==> src/rtl/tri_pkg.sv <==
`default_nettype none

package tri_pkg;

  // Port and field widths
  localparam int ORIGIN_W = 32;
  localparam int STEP_W   = 17;
  localparam int INDEX_W  = 24;
  localparam int COUNT_W  = 16;
  localparam int RESULT_W = 48;
  localparam int CFG_W    = 32;

  // Internal datapath widths
  localparam int IDX_W    = INDEX_W + 1;           // first index plus offset
  localparam int XPROD_W  = STEP_W + IDX_W;        // step times index
  localparam int XW_W     = XPROD_W + 2;           // signed x before range check
  localparam int SQ_W     = 64;                    // x squared and numerator
  localparam int NUM_W    = 63;                    // numerator magnitude
  localparam int DEN_W    = 32;                    // denominator, always positive
  localparam int SUM_W    = RESULT_W + 2;          // running trapezoid sum
  localparam int HALF_W   = RESULT_W / 2;          // multiplier split point
  localparam int PART_W   = HALF_W + STEP_W;       // one partial product
  localparam int PROD_W   = RESULT_W + STEP_W;     // full scaled product
  localparam int DCNT_W   = $clog2(NUM_W + 1);     // divider iteration count

  localparam logic [STEP_W-1:0] STEP_RESET = 17'd655;

  // Configuration register indexes
  typedef enum logic [0:0] {
    REG_ORIGIN = 1'b0,
    REG_STEP   = 1'b1
  } cfg_reg_t;

  // Controller to datapath commands
  typedef struct packed {
    logic load;
    logic calc_x;
    logic square;
    logic div_start;
    logic accum;
    logic scale_lo;
    logic scale_hi;
    logic round;
  } tri_cmd_t;

  // Datapath to controller status
  typedef struct packed {
    logic point_bad;
    logic div_last;
    logic acc_bad;
    logic last_point;
  } tri_status_t;

endpackage

`default_nettype wire

==> src/rtl/tri_ctrl.sv <==
`default_nettype none

module tri_ctrl
  import tri_pkg::*;
(
  input  wire logic        clk,
  input  wire logic        rst,
  input  wire logic        in_valid,
  input  wire logic        slot_free,
  input  wire tri_status_t status,
  output tri_cmd_t         cmd,
  output logic             in_ready,
  output logic             emit
);

  typedef enum logic [9:0] {
    S_IDLE     = 10'b00_0000_0001,
    S_XCALC    = 10'b00_0000_0010,
    S_SQUARE   = 10'b00_0000_0100,
    S_DSTART   = 10'b00_0000_1000,
    S_DIVIDE   = 10'b00_0001_0000,
    S_ACCUM    = 10'b00_0010_0000,
    S_SCALE_LO = 10'b00_0100_0000,
    S_SCALE_HI = 10'b00_1000_0000,
    S_ROUND    = 10'b01_0000_0000,
    S_EMIT     = 10'b10_0000_0000
  } state_t;

  state_t state, state_next;

  // Next state and commands
  always_comb begin
    state_next = state;
    cmd        = '0;
    in_ready   = 1'b0;
    emit       = 1'b0;
    unique case (state)
      S_IDLE: begin
        in_ready = 1'b1;
        if (in_valid) begin
          cmd.load   = 1'b1;
          state_next = S_XCALC;
        end
      end
      S_XCALC: begin
        cmd.calc_x = 1'b1;
        state_next = S_SQUARE;
      end
      S_SQUARE: begin
        cmd.square = 1'b1;
        state_next = status.point_bad ? S_ROUND : S_DSTART;
      end
      S_DSTART: begin
        cmd.div_start = 1'b1;
        state_next    = S_DIVIDE;
      end
      S_DIVIDE: begin
        if (status.div_last) begin
          state_next = S_ACCUM;
        end
      end
      S_ACCUM: begin
        cmd.accum = 1'b1;
        if (status.acc_bad) begin
          state_next = S_ROUND;
        end else if (status.last_point) begin
          state_next = S_SCALE_LO;
        end else begin
          state_next = S_XCALC;
        end
      end
      S_SCALE_LO: begin
        cmd.scale_lo = 1'b1;
        state_next   = S_SCALE_HI;
      end
      S_SCALE_HI: begin
        cmd.scale_hi = 1'b1;
        state_next   = S_ROUND;
      end
      S_ROUND: begin
        cmd.round  = 1'b1;
        state_next = S_EMIT;
      end
      S_EMIT: begin
        if (slot_free) begin
          emit       = 1'b1;
          state_next = S_IDLE;
        end
      end
      default: begin
        state_next = S_IDLE;
      end
    endcase
  end

  always_ff @(posedge clk) begin
    if (rst) begin
      state <= S_IDLE;
    end else begin
      state <= state_next;
    end
  end

endmodule

`default_nettype wire

==> config.mk <==
export PLATFORM = sky130hd
export DESIGN_NAME = tri_ctrl
export DESIGN_NICKNAME = d
export VERILOG_FILES = /design/src/rtl/tri_pkg.sv /design/src/rtl/tri_ctrl.sv
export SDC_FILE = /design/constraint.sdc
export NUM_CORES = 1
export LEC_CHECK = 0
export BUFFER_PORTS_ARGS = -buffer_cell sky130_fd_sc_hd__buf_2
export CORE_AREA = 4 4 41 43
export CTS_CLUSTER_DIAMETER = 80
export DETAILED_ROUTE_END_ITERATION = 10
export DIE_AREA = 0 0 45 47
export PLACE_DENSITY = 0.79
export SLEW_MARGIN = 40
export SYNTH_ARGS = -nofsm -noshare
export SYNTH_HDL_FRONTEND = slang
export SYNTH_SLANG_ARGS = --single-unit
export TNS_END_PERCENT = 100
==> constraint.sdc <==
create_clock -name clk -period 3.2 [get_ports clk]
set_input_delay 0.16 -clock clk [delete_from_list [all_inputs] [get_ports clk]]
set_output_delay 0.16 -clock clk [all_outputs]
set_load 0.02 [all_outputs]
== Word-level counts from Yosys, hierarchy flattened ==
Index checks and enable logic that the tools add are counted.
Storage, ports and cells
  bits in registers: 10
  bits in latches: 0
  RAM bits: 0
  ROM bits: 0
  input bits: 8
  logic and storage cells: 34
  memories: 0
Operators by class
  add/subtract/negate cells: 0
  multiply operators: 0
  div/mod/pow operators: 0
  order comparisons: 0
  equality and inequality tests: 13
  shifts and indexed selects: 0
  multiplexer cells: 19
  bitwise operators: 0
  reductions and logical operators: 1
Operators with widths (number)
  $pmux 10 s10: 1
  $mux 10: 4
  $mux 1: 12
  $eq 10x1->1 const B: 1
  $eq 10x10->1 const B: 1
  $eq 10x2->1 const B: 1
  $eq 10x3->1 const B: 1
  $eq 10x4->1 const B: 1
  $eq 10x5->1 const B: 1
  $eq 10x6->1 const B: 1
  $eq 10x7->1 const B: 1
  $eq 10x8->1 const B: 1
  $eq 10x9->1 const B: 1
  $mux 9: 1
  $mux 7: 1
  $ne 2x2->1 const B: 3
  $reduce_and 3->1: 1

== Longest topological paths before layout ==
  word-level depth: 3
  gate-level depth with buffers: 6
  gate-level depth less buffers: 5

== Worst setup path before layout ==
OpenSTA, ideal clock, no wires.
  path type: reg2reg
  start: register state[1]
  end: register state[8]
  library setup time: 60 ps
  arrival: 1725 ps
  required time: 3140 ps
  slack: 1415 ps
  cell stages (with the launch flop): 5
  path buffers: 0
  cells stage by stage: dfxtp_1 > nor4_2 > nand3_1 > nor3b_1 > o21ba_1
On the way
  cells in the longest elaborated chain, start to end: 3
  elaborated cells between the ends (all ways): 15
  classes of those cells: eq/ne (13); mux (1); reduce/logical (1)
Ends and longest elaborated chain
  start, declared: line tri_ctrl.sv:29  | state_t state, state_next;
  start signal, assigned: line tri_ctrl.sv:100  | state <= state_next;
  $eq 10x5->1 (tied with other cells): line tri_ctrl.sv:37  | unique case (state)
  $ne 2x2->1 (no line)
  $reduce_and 3->1 (no line)
Several ways; a longest one is shown, not always the timed one.
A chain may end at the register's enable or synchronous reset.

==> flow_metrics.py <==
metrics = {
    "routing": {
        "drt_iter0_markers": 22,
        "vias": 664,
        "via_per_inst": 6.04,
        "wirelength_mm": 1.66,
        "post_drt_wl_per_cell_um": 15.1,
        "drc": 0,
        "ant_nets": 0,
        "first_pass_iters": 4,
    },
    "pwr": {
        "p_total_mw": 0.312,
        "power.density_nw_per_um2": 394,
        "ir_worst_vdd_v": 0.000242,
        "leakage_nw": 0.350,
    },
    "global_routing": {
        "grt_usage_pct": 18.2,
        "grt_pass1_vias": 610,
        "grt_max_degree": 10,
        "antenna_found_initial": 0,
        "grt.overflow.total": 0,
        "grt_pass1_wl_mm": 2.71,
    },
    "timing": {
        "fin_skew_ns": 0.00301,
        "setup_violations": 0,
        "clock.fmax_mhz": 492,
        "tightest_slew_ns": 0.549,
        "drv_slew": 0,
        "post-route-min-period_ns": 2.03,
        "fin_hold_ws_ns": 0.0606,
        "max-slew-margin-rel_pct": 63.0,
        "fin_tns_setup_ns": 0,
        "final_hold_viol_count": 0,
        "setup_slack_ns": 1.17,
        "rsz0062_at_grt": "false",
        "fin_crit_sh_pct": 63.6,
    },
    "finish": {
        "largest_register_ffs": 10,
        "finish.instance_area_um2": 793,
        "fill_cells": 121,
        "regArea_um2": 200,
        "fin_nets": 104,
        "multi_input_area_um2": 434,
        "post-route-util_pct": 61.0,
        "fin_cells": 110,
        "reg_top3": "state (10)",
        "regMostFlops": "state",
        "antenna_cells": 0,
        "drive_gt1_share_pct": 30.5,
        "area_delta_synth_final_pct": 14.4,
    },
    "placement": {
        "portBuffers": 17,
        "gp_congestion": 0.810,
        "dpl_worst_slack_ns": 1.46,
        "dp_cells": 106,
        "place_area_um2": 757,
        "dpl.hpwl_mm": 1.27,
    },
    "floorplan": {
        "coreArea_um2": 1300,
        "ios": 18,
        "die_y_um": 47,
        "dieWidth_um": 45,
        "initial_core_util_pct": 53.3,
        "rows": 13,
        "die-area_um2": 2120,
    },
    "setup_path": {
        "crit_buf_inv": 1,
        "crit_arrival_ns": 1.87,
        "cp_slowest_cell": "nor4_2",
        "critPathMaxStageDelay_ns": 0.49,
        "worstPathCellList": "nor4_2, nand3_1, nor3b_1, buf_2",
        "r2r_slack_ns": 1.39,
        "cp.required_ns": 3.04,
        "r2r_start": "state[3]$_SDFFE_PP0P_",
        "path_class": "reg -> out",
        "worstReg2RegEnd": "state[1]$_SDFFE_PP0P_",
        "path_max_fanout": 8,
        "critical-path-top-delay-family": "simple AND/OR/NAND/NOR gates",
        "r2r_cells": 4,
        "critPathLaunchType": "register",
        "cp-end-kind": "primary output",
    },
    "clocking": {
        "clock_latency_ns": 0.28,
        "cts.clk_slew.worst_paths_ns": 0.07,
        "cts_resized": 0,
        "tritoncts": "done",
        "cts_buffers": 3,
        "post_cts_buffers": 0,
        "cts_root_buf": "clkbuf_4",
        "hold_buffers": 0,
        "clockBufferDepth": 2,
        "cts_sinks": 10,
        "cts_max_level": 1,
    },
    "synth": {
        "syn_nets": 87,
        "synth_edf_count": 0,
        "synth_top_area_cell": "dfxtp_1",
        "synth-simple-area-share_pct": 46.4,
        "synth_flop_cell": "dfxtp_1",
        "syn_area_per_cell_um2": 8.77,
        "synth.area.mux_share_pct": 0,
        "yosysUniqueCellTypes": 34,
        "ys_warn_count": 0,
        "synth_xor_area_share_pct": 5.05,
        "ys_async_sr_fraction_pct": 0,
        "synth_compound_area_share_pct": 11.2,
        "synth.ff_latch_count": 10,
        "synth_area_leaders": "dfxtp_1 (29%), nor3b_1 (5.4%), nor4b_1 (3.8%)",
        "synth_area_um2": 693,
        "yosysSeqAreaShare_pct": 28.9,
        "synth_cells": 79,
        "synth_top_family_by_area": "simple AND/OR/NAND/NOR gates",
        "synthAdderAreaFrac_pct": 0,
        "synth_top_area_share_pct": 28.9,
        "yosysMostFrequentCell": "dfxtp_1",
        "synth_common_cells": "dfxtp_1 (10), inv_1 (5), nand3_1 (5), nor2_1 (5), nor3b_1 (5)",
    },
    "worst_hold_path": {
        "holdCritStartpoint": "status[3]",
        "min_path_type": "in -> reg",
        "holdPathStages": 2,
        "min_to": "state[3]$_SDFFE_PP0P_",
    },
    "run": {
        "maxCapViolations": 0,
    },
    "run_status": {
        "status": "finished, final reports clean",
    },
}
-- routing by layer --
metal | GRT usage, % | up-vias | routed length (um)
li1 | - | 330 | -
met1 | 21.8 | 297 | 693
met2 | 28.0 | 28 | 789
met3 | 4.60 | 9 | 116
met4 | 14.0 | 0 | 58
met5 | 0 | - | 0
-- worst max path at each step --
stage	slack (ns)	depth (start not counted)	start	to
floorplan	1.41	4	state[1]$_SDFFE_PP0P_	state[8]$_SDFFE_PP0P_
global placement	1.48	4	state[1]$_SDFFE_PP0P_	cmd[1]
finish	1.17	4	state[1]$_SDFFE_PP0P_	cmd[1]
detailed placement	1.46	4	state[1]$_SDFFE_PP0P_	cmd[1]
global route	1.02	4	state[1]$_SDFFE_PP0P_	cmd[1]
CTS	1.15	4	state[1]$_SDFFE_PP0P_	cmd[1]
-- power breakdown --
part	total (mW)	internal, mW	switching (mW)
registers	0.135	0.128	0.00725
logic	0.0556	0.0255	0.0301
clock network	0.122	0.0693	0.0524
-- layout by cell type, fill, tap and decap left out, types with 2 or more instances in the layout --
cell type,instances
a21oi_1,2
and4_1,2
buf_2,17
clkbuf_4,3
dfxtp_1,10
inv_1,5
nand2_1,4
nand3_1,5
nand4b_1,2
nor2_1,5
nor3_1,4
nor3b_1,5
nor4_1,3
nor4_2,2
nor4b_1,3
o21ai_0,2
or4_4,2
xnor2_1,3
-- kinds of logic (layout without fill, tap and decap cells) --
kind of cell / after synthesis / in the layout
buffers and inverters: 10 / 26
AOI/OAI and AO/OA: 10 / 10
xor gates and xnor gates: 4 / 4
DFF: 10 / 10
and+or+nand+nor: 45 / 45
-- area by class of cell --
cell class / count / share of cell area, %
well taps: 15 / 2.37
repair buffers: 17 / 10.7
clock buffers: 4 / 4.57
flip-flops and latches: 10 / 25.2
inverters: 5 / 2.37
multi-input cells: 59 / 54.7
Note: power is estimated with default switching activity, not from simulation.
